[src/sv/a85sd_pkg.sv]
package a85sd_pkg;

    localparam logic [7:0] CHAR_BANG  = 8'h21;
    localparam logic [7:0] CHAR_U     = 8'h75;
    localparam logic [7:0] CHAR_Z     = 8'h7A;
    localparam logic [7:0] CHAR_TILDE = 8'h7E;
    localparam logic [7:0] CHAR_LT    = 8'h3C;
    localparam logic [7:0] CHAR_GT    = 8'h3E;

    localparam logic [31:0] W85_4 = 32'(85 * 85 * 85 * 85);
    localparam logic [31:0] W85_3 = 32'(85 * 85 * 85);
    localparam logic [31:0] W85_2 = 32'(85 * 85);
    localparam logic [31:0] W85_1 = 32'(85);
    localparam logic [31:0] W85_0 = 32'(1);

    localparam int QPTR_W = 2;
    localparam int QDEPTH = 1 << QPTR_W;

    typedef enum logic [1:0] {
        KIND_DATA = 2'd0,
        KIND_DONE = 2'd1,
        KIND_ERR  = 2'd2
    } kind_t;

    typedef enum logic [1:0] {
        TAIL_NONE,
        TAIL_DONE,
        TAIL_ERR
    } tail_t;

    // one request's worth of results: nbytes data bytes, msb first, then the tail
    typedef struct packed {
        logic [31:0] word;
        logic [2:0]  nbytes;
        tail_t       tail;
    } cmd_t;

    function automatic logic [31:0] weight85(input logic [2:0] pos);
        logic [31:0] w;
        unique case (pos)
            3'd0:    w = W85_4;
            3'd1:    w = W85_3;
            3'd2:    w = W85_2;
            3'd3:    w = W85_1;
            default: w = W85_0;
        endcase
        return w;
    endfunction

    function automatic logic is_skipped(input logic [7:0] c);
        return c == 8'h00 || c == 8'h08 || c == 8'h09 || c == 8'h0A ||
               c == 8'h0C || c == 8'h0D || c == 8'h20 || c == 8'h7F;
    endfunction

endpackage

[src/sv/a85sd_in_if.sv]
interface a85sd_in_if;
    logic       valid;
    logic       ready;
    logic [7:0] in_char;
    logic       end_of_text;

    modport source (output valid, output in_char, output end_of_text, input ready);
    modport sink   (input valid, input in_char, input end_of_text, output ready);
endinterface

[src/sv/a85sd_out_if.sv]
interface a85sd_out_if;
    logic       valid;
    logic       ready;
    logic [7:0] out_byte;
    logic [1:0] kind;
    logic       run_last;

    modport source (output valid, output out_byte, output kind, output run_last, input ready);
    modport sink   (input valid, input out_byte, input kind, input run_last, output ready);
endinterface

[src/sv/a85sd_front.sv]
module a85sd_front (
    input  logic              clk,
    input  logic              rst_n,
    a85sd_in_if.sink          chars,
    input  logic              q_full,
    output logic              q_push,
    output a85sd_pkg::cmd_t   q_cmd
);
    import a85sd_pkg::*;

    typedef enum logic [2:0] {
        PH_HDR0,
        PH_HDR1,
        PH_BODY,
        PH_TILDE,
        PH_IGNORE
    } phase_t;

    phase_t      phase_reg, phase_next;
    logic [31:0] acc_reg, acc_next;
    logic [2:0]  dc_reg, dc_next;

    logic [7:0]  c;
    logic        accept;
    logic        is_digit;
    logic [31:0] prod;
    logic [31:0] sum;
    logic [31:0] close_sum;
    logic        fail;
    cmd_t        cmd;

    assign c           = chars.in_char;
    assign chars.ready = !q_full;
    assign accept      = chars.valid && chars.ready;
    assign is_digit    = (c >= CHAR_BANG) && (c <= CHAR_U);
    assign prod        = 32'(c - CHAR_BANG) * weight85(dc_reg);
    assign sum         = acc_reg + prod;
    assign close_sum   = acc_reg + weight85(dc_reg - 3'd1);

    always_comb
    begin
        phase_next  = phase_reg;
        acc_next    = acc_reg;
        dc_next     = dc_reg;
        fail        = 1'b0;
        cmd.word    = '0;
        cmd.nbytes  = 3'd0;
        cmd.tail    = TAIL_NONE;

        unique case (phase_reg)
            PH_HDR0:
            begin
                if (c == CHAR_LT)
                    phase_next = PH_HDR1;
                else
                    fail = 1'b1;
            end
            PH_HDR1:
            begin
                if (c == CHAR_TILDE)
                    phase_next = PH_BODY;
                else
                    fail = 1'b1;
            end
            PH_BODY:
            begin
                unique if (is_digit)
                begin
                    if (dc_reg == 3'd4)
                    begin
                        cmd.word   = sum;
                        cmd.nbytes = 3'd4;
                        acc_next   = '0;
                        dc_next    = 3'd0;
                    end
                    else
                    begin
                        acc_next = sum;
                        dc_next  = dc_reg + 3'd1;
                    end
                end
                else if (c == CHAR_Z)
                begin
                    if (dc_reg != 3'd0)
                        fail = 1'b1;
                    else
                        cmd.nbytes = 3'd4;
                end
                else if (c == CHAR_TILDE)
                    phase_next = PH_TILDE;
                else
                    fail = !is_skipped(c);
            end
            PH_TILDE:
            begin
                if (c == CHAR_GT)
                begin
                    if (dc_reg != 3'd0)
                    begin
                        cmd.word   = close_sum;
                        cmd.nbytes = dc_reg - 3'd1;
                    end
                    cmd.tail   = TAIL_DONE;
                    phase_next = PH_IGNORE;
                end
                else
                    fail = 1'b1;
            end
            default: ;
        endcase

        if (fail)
        begin
            cmd.tail   = TAIL_ERR;
            phase_next = PH_IGNORE;
        end

        if (chars.end_of_text)
        begin
            if (phase_next == PH_HDR0 || phase_next == PH_HDR1 ||
                phase_next == PH_TILDE)
                cmd.tail = TAIL_ERR;
            else if (phase_next == PH_BODY)
                cmd.tail = TAIL_DONE;
            phase_next = PH_HDR0;
            acc_next   = '0;
            dc_next    = 3'd0;
        end
    end

    assign q_push = accept && (cmd.nbytes != 3'd0 || cmd.tail != TAIL_NONE);
    assign q_cmd  = cmd;

    always_ff @(posedge clk or negedge rst_n)
    begin
        if (!rst_n)
        begin
            phase_reg <= PH_HDR0;
            acc_reg   <= '0;
            dc_reg    <= 3'd0;
        end
        else if (accept)
        begin
            phase_reg <= phase_next;
            acc_reg   <= acc_next;
            dc_reg    <= dc_next;
        end
    end

endmodule

[src/sv/a85sd_queue.sv]
module a85sd_queue (
    input  logic              clk,
    input  logic              rst_n,
    input  logic              push,
    input  a85sd_pkg::cmd_t   push_cmd,
    output logic              full,
    input  logic              pop,
    output logic              head_valid,
    output a85sd_pkg::cmd_t   head
);
    import a85sd_pkg::*;

    cmd_t              slots [QDEPTH];
    logic [QPTR_W-1:0] wr_ptr_reg, wr_ptr_next;
    logic [QPTR_W-1:0] rd_ptr_reg, rd_ptr_next;
    logic [QPTR_W:0]   count_reg, count_next;
    logic              do_push;
    logic              do_pop;

    assign full       = count_reg == (QPTR_W + 1)'(QDEPTH);
    assign head_valid = count_reg != '0;
    assign head       = slots[rd_ptr_reg];
    assign do_push    = push && !full;
    assign do_pop     = pop && head_valid;

    always_comb
    begin
        wr_ptr_next = do_push ? wr_ptr_reg + 1'b1 : wr_ptr_reg;
        rd_ptr_next = do_pop ? rd_ptr_reg + 1'b1 : rd_ptr_reg;
        count_next  = count_reg;
        if (do_push && !do_pop)
            count_next = count_reg + 1'b1;
        else if (do_pop && !do_push)
            count_next = count_reg - 1'b1;
    end

    always_ff @(posedge clk)
    begin
        if (do_push)
            slots[wr_ptr_reg] <= push_cmd;
    end

    always_ff @(posedge clk or negedge rst_n)
    begin
        if (!rst_n)
        begin
            wr_ptr_reg <= '0;
            rd_ptr_reg <= '0;
            count_reg  <= '0;
        end
        else
        begin
            wr_ptr_reg <= wr_ptr_next;
            rd_ptr_reg <= rd_ptr_next;
            count_reg  <= count_next;
        end
    end

endmodule

[src/sv/a85sd_back.sv]
module a85sd_back (
    input  logic              clk,
    input  logic              rst_n,
    input  logic              head_valid,
    input  a85sd_pkg::cmd_t   head,
    output logic              pop,
    a85sd_out_if.source       results
);
    import a85sd_pkg::*;

    logic        cur_valid_reg, cur_valid_next;
    cmd_t        cur_reg, cur_next;
    logic        out_valid_reg, out_valid_next;
    logic [7:0]  out_byte_reg;
    kind_t       out_kind_reg;
    logic        out_last_reg;

    logic        slot_free;
    logic        advance;
    logic [7:0]  res_byte;
    kind_t       res_kind;
    logic        res_last;

    assign slot_free = !out_valid_reg || results.ready;
    assign advance   = cur_valid_reg && slot_free;

    always_comb
    begin
        if (cur_reg.nbytes != 3'd0)
        begin
            res_byte = cur_reg.word[31:24];
            res_kind = KIND_DATA;
            res_last = (cur_reg.nbytes == 3'd1) && (cur_reg.tail == TAIL_NONE);
        end
        else
        begin
            res_byte = 8'h00;
            res_kind = (cur_reg.tail == TAIL_ERR) ? KIND_ERR : KIND_DONE;
            res_last = 1'b1;
        end
    end

    assign pop = head_valid && (!cur_valid_reg || (advance && res_last));

    always_comb
    begin
        cur_valid_next = cur_valid_reg;
        cur_next       = cur_reg;
        if (advance)
        begin
            cur_next.word   = {cur_reg.word[23:0], 8'h00};
            cur_next.nbytes = (cur_reg.nbytes != 3'd0) ? cur_reg.nbytes - 3'd1 : 3'd0;
            if (res_last)
                cur_valid_next = 1'b0;
        end
        if (pop)
        begin
            cur_valid_next = 1'b1;
            cur_next       = head;
        end
        out_valid_next = slot_free ? advance : out_valid_reg;
    end

    always_ff @(posedge clk)
    begin
        cur_reg <= cur_next;
        if (advance)
        begin
            out_byte_reg <= res_byte;
            out_kind_reg <= res_kind;
            out_last_reg <= res_last;
        end
    end

    always_ff @(posedge clk or negedge rst_n)
    begin
        if (!rst_n)
        begin
            cur_valid_reg <= 1'b0;
            out_valid_reg <= 1'b0;
        end
        else
        begin
            cur_valid_reg <= cur_valid_next;
            out_valid_reg <= out_valid_next;
        end
    end

    assign results.valid    = out_valid_reg;
    assign results.out_byte = out_byte_reg;
    assign results.kind     = out_kind_reg;
    assign results.run_last = out_last_reg;

endmodule

[src/sv/ascii85_stream_decoder_core.sv]
// channel   dir  fields                          accepted when
// chars     in   in_char, end_of_text            chars.valid && chars.ready
// results   out  out_byte, kind, run_last        results.valid && results.ready
//
// One character a cycle is taken while the 4-entry request queue has room.
// The back end gives one result a cycle while results.ready holds. A character
// gives up to five, so digits run at one character a cycle; a 'z' gives four.
// A character's results pass the queue, current and output registers in turn.
// rst_n clears the decoder state, the queue and the output register at once.
// A stalled results port fills the queue, after which chars.ready drops.
module ascii85_stream_decoder_core (
    input  logic         clk,
    input  logic         rst_n,
    a85sd_in_if.sink     chars,
    a85sd_out_if.source  results
);
    import a85sd_pkg::*;

    logic  q_push;
    logic  q_full;
    logic  q_pop;
    logic  q_head_valid;
    cmd_t  q_cmd;
    cmd_t  q_head;

    a85sd_front u_front (
        .clk    (clk),
        .rst_n  (rst_n),
        .chars  (chars),
        .q_full (q_full),
        .q_push (q_push),
        .q_cmd  (q_cmd)
    );

    a85sd_queue u_queue (
        .clk        (clk),
        .rst_n      (rst_n),
        .push       (q_push),
        .push_cmd   (q_cmd),
        .full       (q_full),
        .pop        (q_pop),
        .head_valid (q_head_valid),
        .head       (q_head)
    );

    a85sd_back u_back (
        .clk        (clk),
        .rst_n      (rst_n),
        .head_valid (q_head_valid),
        .head       (q_head),
        .pop        (q_pop),
        .results    (results)
    );

`ifndef NO_ASSERTIONS
    a_no_overflow: assert property (@(posedge clk) disable iff (!rst_n)
        q_push |-> !q_full)
        else $error("request pushed into full queue");

    a_head_nonempty: assert property (@(posedge clk) disable iff (!rst_n)
        q_head_valid |-> (q_head.nbytes != 3'd0 || q_head.tail != TAIL_NONE))
        else $error("queued request carries no result");

    a_head_bytes: assert property (@(posedge clk) disable iff (!rst_n)
        q_head_valid |-> q_head.nbytes <= 3'd4)
        else $error("queued request byte count out of range");

    a_err_last: assert property (@(posedge clk) disable iff (!rst_n)
        (results.valid && results.kind == KIND_ERR) |-> results.run_last)
        else $error("error result not last of its run");
`endif

endmodule

[src/flat_wrapper.sv]
// flat-port wrapper written by rule: the top's interface ports become plain ports
module ascii85_stream_decoder_core_flat import a85sd_pkg::*;
  (clk, rst_n, chars_valid, chars_in_char, chars_end_of_text, chars_ready, results_valid, results_out_byte, results_kind, results_run_last, results_ready);
  a85sd_in_if chars_i ();
  a85sd_out_if results_i ();
  input  logic clk;
  input  logic rst_n;
  input wire logic [$bits(chars_i.valid)-1:0] chars_valid;
  input wire logic [$bits(chars_i.in_char)-1:0] chars_in_char;
  input wire logic [$bits(chars_i.end_of_text)-1:0] chars_end_of_text;
  output wire logic [$bits(chars_i.ready)-1:0] chars_ready;
  output wire logic [$bits(results_i.valid)-1:0] results_valid;
  output wire logic [$bits(results_i.out_byte)-1:0] results_out_byte;
  output wire logic [$bits(results_i.kind)-1:0] results_kind;
  output wire logic [$bits(results_i.run_last)-1:0] results_run_last;
  input wire logic [$bits(results_i.ready)-1:0] results_ready;
  assign chars_i.valid = chars_valid;
  assign chars_i.in_char = chars_in_char;
  assign chars_i.end_of_text = chars_end_of_text;
  assign chars_ready = chars_i.ready;
  assign results_valid = results_i.valid;
  assign results_out_byte = results_i.out_byte;
  assign results_kind = results_i.kind;
  assign results_run_last = results_i.run_last;
  assign results_i.ready = results_ready;
  ascii85_stream_decoder_core u_core (.clk(clk), .rst_n(rst_n), .chars(chars_i), .results(results_i));
endmodule
[config.mk]
export PLATFORM = sky130hd
export DESIGN_NAME = ascii85_stream_decoder_core_flat
export DESIGN_NICKNAME = d
export VERILOG_FILES = /design/src/sv/a85sd_pkg.sv /design/src/sv/a85sd_in_if.sv /design/src/sv/a85sd_out_if.sv /design/src/sv/a85sd_front.sv /design/src/sv/a85sd_queue.sv /design/src/sv/a85sd_back.sv /design/src/sv/ascii85_stream_decoder_core.sv /design/src/flat_wrapper.sv
export SDC_FILE = /design/constraint.sdc
export NUM_CORES = 1
export LEC_CHECK = 0
export ABC_AREA = 1
export BUFFER_PORTS_ARGS = -buffer_cell sky130_fd_sc_hd__buf_2
export CAP_MARGIN = 20
export CORE_ASPECT_RATIO = 0.5
export CORE_MARGIN = 2
export CORE_UTILIZATION = 25
export DETAILED_ROUTE_END_ITERATION = 6
export PLACE_DENSITY = 0.47
export SLEW_MARGIN = 20
export SYNTH_ARGS = -nofsm -noshare
export SYNTH_HDL_FRONTEND = slang
export SYNTH_SLANG_ARGS = --single-unit
[constraint.sdc]
create_clock -name clk -period 18.55 [get_ports clk]
set_input_delay 0.9275 -clock clk [delete_from_list [all_inputs] [get_ports clk]]
set_output_delay 0.9275 -clock clk [all_outputs]
set_load 0.03 [all_outputs]
==> results of run 1 <==
critical path: cells and delay by family:
family	cells	cell delay, ns
AO/OA/AOI/OAI	5	0.87
adder cells (fa/ha/maj)	7	3.00
buffers and inverters	12	1.48
AND/OR/NAND/NOR	8	1.03
Yosys cell counts (19+ instances only):
master,number
nor2_1,330
ha_1,158
a31oi_1,36
xor2_1,21
o21ai_0,142
dfrtp_1,47
nand3_1,73
clkbuf_1,26
o22ai_1,19
edfxtp_1,196
inv_1,377
fa_1,136
a21oi_1,68
nand2_1,259
final timing paths:
check                           cells past startpoint                                       end  slack [ns]
worst max register to register                     27     u_core.u_queue.slots[3][29]$_DFFE_PP_       11.53
worst min register to register                      1   u_core.u_queue.count_reg[2]$_DFFE_PN0P_        0.50
max in group asynchronous                           2  u_core.u_queue.rd_ptr_reg[0]$_DFFE_PN0P_       17.56
worst min-delay path                                1   u_core.u_queue.count_reg[2]$_DFFE_PN0P_        0.50
worst max-delay path                               32     u_core.u_queue.slots[3][24]$_DFFE_PP_       11.48
min in group asynchronous                           2  u_core.u_queue.wr_ptr_reg[1]$_DFFE_PN0P_        0.52
final cells by class:
cell class              instances  area (um2)  share of cell area
diodes                          1        2.50            0.000120
flip-flops and latches        243        7060               0.339
clock buffers                  34         679              0.0326
clock inverters                11        77.6             0.00373
well taps                    1008        1260              0.0606
repair buffers                 40         238              0.0114
inverters                     394        1480              0.0711
multi-input cells            1396       10000               0.481
cell families (layout without fill, tap and decap cells):
| group | after synthesis | in the layout |
|---|---|---|
| multiplexers | 1 | 1 |
| other | 1 | 2 |
| AO/OA/AOI/OAI | 323 | 323 |
| adder cells (fa/ha/maj) | 294 | 294 |
| flip-flops | 243 | 243 |
| XOR/XNOR | 38 | 38 |
| AND/OR/NAND/NOR | 739 | 739 |
| buffers and inverters | 442 | 479 |
through the flow:
stage	area, um2	setup WS, ns
after floorplan	18700	12.04
after global placement	20100	10.99
after detailed placement	20100	10.98
after CTS	20800	11.52
after global routing	20800	11.03
final	20800	11.48
routing by layer:
layer	up-vias	track usage
li1	6796	-
met2	203	0.220
met4	0	0.0366
met3	75	0.00789
met5	-	0
met1	6424	0.178
==> metrics.txt, run 1 <==
maximum buffer depth of the clock tree 3; largest net degree at the start of global routing 77; Crit path largest cell delay 0.56 ns; via count 13.5k; Synth Cell Area 18700 um2; critical path required time 18.80 ns; CTS tree built; post-synthesis xor/xnor area fraction 0.0178; Final HPWL DP 38200 um; max cap viols 0; FF+latch count, synth 243; Synth Area in Adders 0.251; Final period util 0.381; Clock Latency Late Sink 0.53 ns; worst min path class flip-flop to flip-flop; Die Span Y 198 um; Routed Antenna Nets 0; final wirelength 49500 um; GRT Residual Overflow 0; chip width 391 um; number of flops mapped to enable cells by yosys 196; CTS root buf clkbuf_16; DR pass1 iterations 5; layout cells sized above 1 0.0642; P&R area growth vs syn 11.0%; post-synth top area share 0.314; Fmax 0.141 GHz; final design utilization 0.283; top cells by area, synth edfxtp_1 31%, fa_1 15%, ha_1 11%, inv_1 7.5%, nor2_1 6.6%; status complete, no violations; final net count 2407; number of I/O pins 26; Final Skew 0.0106 ns; total track usage 0.129; clk sinks 243; Iter 0 DRT Violations 739; antenna violations before repair 0; max FFs per register 148; Hold Startpoint u_core.u_queue.count_reg[2]$_DFFE_PN0P_; GPL Wtd Cong 0.881; vias per cell 4.32; register area share after synthesis 0.377; # DRC 0; final setup vio count 0; Clock H-tree levels 1; Syn. warnings 0; RR Startpoint u_core.u_front.dc_reg[1]$_DFFE_PN0P_; slowest stage cell, crit path fa_1; area share of and/or/nand/nor cells after synthesis 0.166; top routing layer in use met4; fillers 7796; crit path DAT 7.32 ns; Syn Inst Count 2081; syn nets 2388; Final min period 7.07 ns; dominant cell type by area after synthesis edfxtp_1; hold_buf cts 0; Setup crit end kind flip-flop; met3 wire length 1260 um; Synth Area in Compound Gates 0.0972; Main synth FF type edfxtp_1; starting density of the core 0.254; FP Rows 70; port bufs 25; worst-path maximum fanout 13; first-pass GRT wire length 78400 um; Worst Setup SP chars_in_char[0]; worst setup path category primary input to flip-flop; vias in the first global route 13.8k; final hold vios 0; WL met2 22600 um; post-synth cell types 53; Mean Syn Cell Area 9.01 um2; Startpoint Class primary input; DR WL/cell 15.8 um; asr flop ratio synth 0.193; Die ar. 77300 um2; core area 73700 um2; met1 WL 24300 um; Reg clk slew, reported paths 0.06 ns; Setup TNS 0 ns; post-CTS resize count 0; final cell count without fillers 3127; Slew HR 0.330; DP Cell Count 3081; max-slew violation count 0; RSZ-0062 raised after global routing no; post-CTS setup buffer count 0; crit-path most repeated cell inv_1; most frequent cells in the layout 376 x inv_1, 330 x nor2_1, 259 x nand2_1; hold_ws 0.496 ns; mux contribution to synthesized area 0.000601; worst slew pin tran 0.999 ns; TritonCTS buffer count 25; largest family of logic cells by synthesized area adder cells; commonest non-fill, non-tap cell in the layout inv_1
Power of run 1 is left out: the tool's default activity adds up to more than one toggle a clock period on the data nets, which glitch-free logic cannot reach.
==> inputs of run 2 (changes only) <==
Clock period 18.55 ns to 6.6 ns, I/O delays scaled along.
==> run 2 against run 1 <==
Via count grew 2.3%. Sequential share of layout area down 1.2 points. Critical path depth down 5. Critical path type is now flip-flop to flip-flop. Routed wire length grew 1.6%. Die area is the same. Flip-flop and latch count stayed put. Global-route usage grew 0.11 points. Design area up 3.6%. Cell count rose by 2.3%. Hold slack got worse by 0.42 ns.
==> metrics.txt, run 2 (synthesized netlist as in run 1, its figures left out) <==
largest net degree at the start of global routing 77; # DRC 0; P&R area growth vs syn 15.0%; FF/Latch Area 7060 um2; antenna violations before repair 0; commonest non-fill, non-tap cell in the layout inv_1; Final HPWL DP 39300 um; via count 13.8k; Final Skew 0.0121 ns; final worst slack 0.334 ns; worst slew pin tran 0.985 ns; dpl cell area 20500 um2; Startpoint Class flip-flop; DP Worst Slack -0.416 ns; maximum buffer depth of the clock tree 3; Die ar. 77300 um2; chip width 391 um; total track usage 0.131; Clock Latency Late Sink 0.53 ns; area occupied by multi-input gates 10100 um2; critical path required time 6.84 ns; final hold vios 0; met1 track demand over resource 0.178; M2 GR Usage 0.228; number of I/O pins 26; final cell count without fillers 3198; DR pass1 iterations 5; layout cells sized above 1 0.105; max FFs per register 148; Setup crit end kind flip-flop; Fmax 0.160 GHz; starting density of the core 0.254; fillers 7832; worst min path class primary input to flip-flop; Iter 0 DRT Violations 840; max-slew violation count 0; worst setup path category flip-flop to flip-flop; crit path DAT 6.51 ns; first-pass GRT wire length 78900 um; vias in the first global route 13.9k; CTS root buf clkbuf_16; Slew HR 0.337; GRT Residual Overflow 0; met3 Use GR 0.00948; Clock H-tree levels 1; final design utilization 0.293; Routed Antenna Nets 0; port bufs 25; DP Cell Count 3141; Die Span Y 198 um; final net count 2476; core area 73700 um2; max cap viols 0; RSZ-0062 raised after global routing no; Final min period 6.27 ns; busiest grt layer met2; Reg clk slew, reported paths 0.06 ns; diode count 0; Final period util 0.949; final setup vio count 0; final wirelength 50300 um; vias per cell 4.32; most frequent cells in the layout 374 x inv_1, 320 x nor2_1, 259 x nand2_1; FP Rows 70; worst-path maximum fanout 8; CTS tree built; TritonCTS buffer count 28; GPL Wtd Cong 0.897; status complete, no violations; Finished Cell Area 21600 um2; DR WL/cell 15.7 um; clk sinks 243
-- run 2: changes by cell type in the layout (fill, tap and decap cells not counted), sizes merged --
cell	change
buf	+65
bufinv	+1
clkbuf	-2
clkinv	+6
diode	-1
dlygate4sd3	+1
inv	+1
-- run 2: what timing repair did --
action / CTS / global route
endpoints found under the setup margin: 62 / 86
gates resized for setup: 4 / 31
pin swaps: 0 / 3
hold buffers: 1 / 0
endpoints found under the hold margin: 47 / 0
buffers inserted: 0 / 4
-- run 2: layer usage --
metal / wire length (um) / vias to the layer above
met5: 0 / -
met4: 1020 / 0
met3: 1540 / 49
met2: 23300 / 214
met1: 24400 / 6608
li1: - / 6944
-- run 2: worst paths after layout --
check	slack [ns]	end	start	cells past startpoint
setup reg to reg	0.33	u_core.u_queue.slots[0][21]$_DFFE_PP_	u_core.u_front.dc_reg[1]$_DFFE_PN0P_	27
hold reg to reg	0.51	u_core.u_queue.count_reg[2]$_DFFE_PN0P_	u_core.u_queue.count_reg[2]$_DFFE_PN0P_	1
min in group asynchronous	0.46	u_core.u_front.phase_reg[2]$_DFFE_PN0P_	rst_n	3
setup / recovery	0.33	u_core.u_queue.slots[0][21]$_DFFE_PP_	u_core.u_front.dc_reg[1]$_DFFE_PN0P_	27
max in group asynchronous	5.64	u_core.u_queue.rd_ptr_reg[0]$_DFFE_PN0P_	rst_n	3
hold / removal	0.08	u_core.u_back.results.valid$_DFFE_PN0P_	results_ready	4
-- run 2: critical path, stage by stage, from the launching register on --
cell	delay [ns]
dfrtp_1	0.42
inv_2	0.11
ha_2	0.21
inv_1	0.12
nor2_4	0.19
clkinv_1	0.10
nand2_1	0.12
inv_2	0.11
nor2_1	0.16
fa_1	0.46
fa_1	0.51
inv_1	0.05
fa_1	0.53
inv_1	0.05
fa_1	0.48
inv_1	0.05
fa_1	0.47
inv_1	0.04
ha_1	0.38
nand2_1	0.10
inv_1	0.09
nand2_1	0.07
buf_4	0.14
nor2_1	0.18
a21o_1	0.20
xor2_1	0.22
nand2_1	0.11
o21ai_0	0.28
-- run 2: final cells by class --
class	instances	area share
well taps	1008	0.0585
inverters	394	0.0687
flip-flops and latches	243	0.328
clock inverters	19	0.00644
repair buffers	106	0.0351
multi-input cells	1396	0.469
clock buffers	32	0.0342
-- run 2: through the flow --
| stage | hold slack, ns | setup TNS, ns |
|---|---|---|
| 2_1_floorplan | 0.0344 | 0 |
| 5_1_grt | 0.105 | 0 |
| 6_report | 0.0762 | 0 |
| 4_1_cts | 0.0559 | 0 |
| 3_5_place_dp | 0.503 | -8.45 |
| 3_3_place_gp | 0.496 | -6.73 |
Power of run 2 is left out for the same reason.
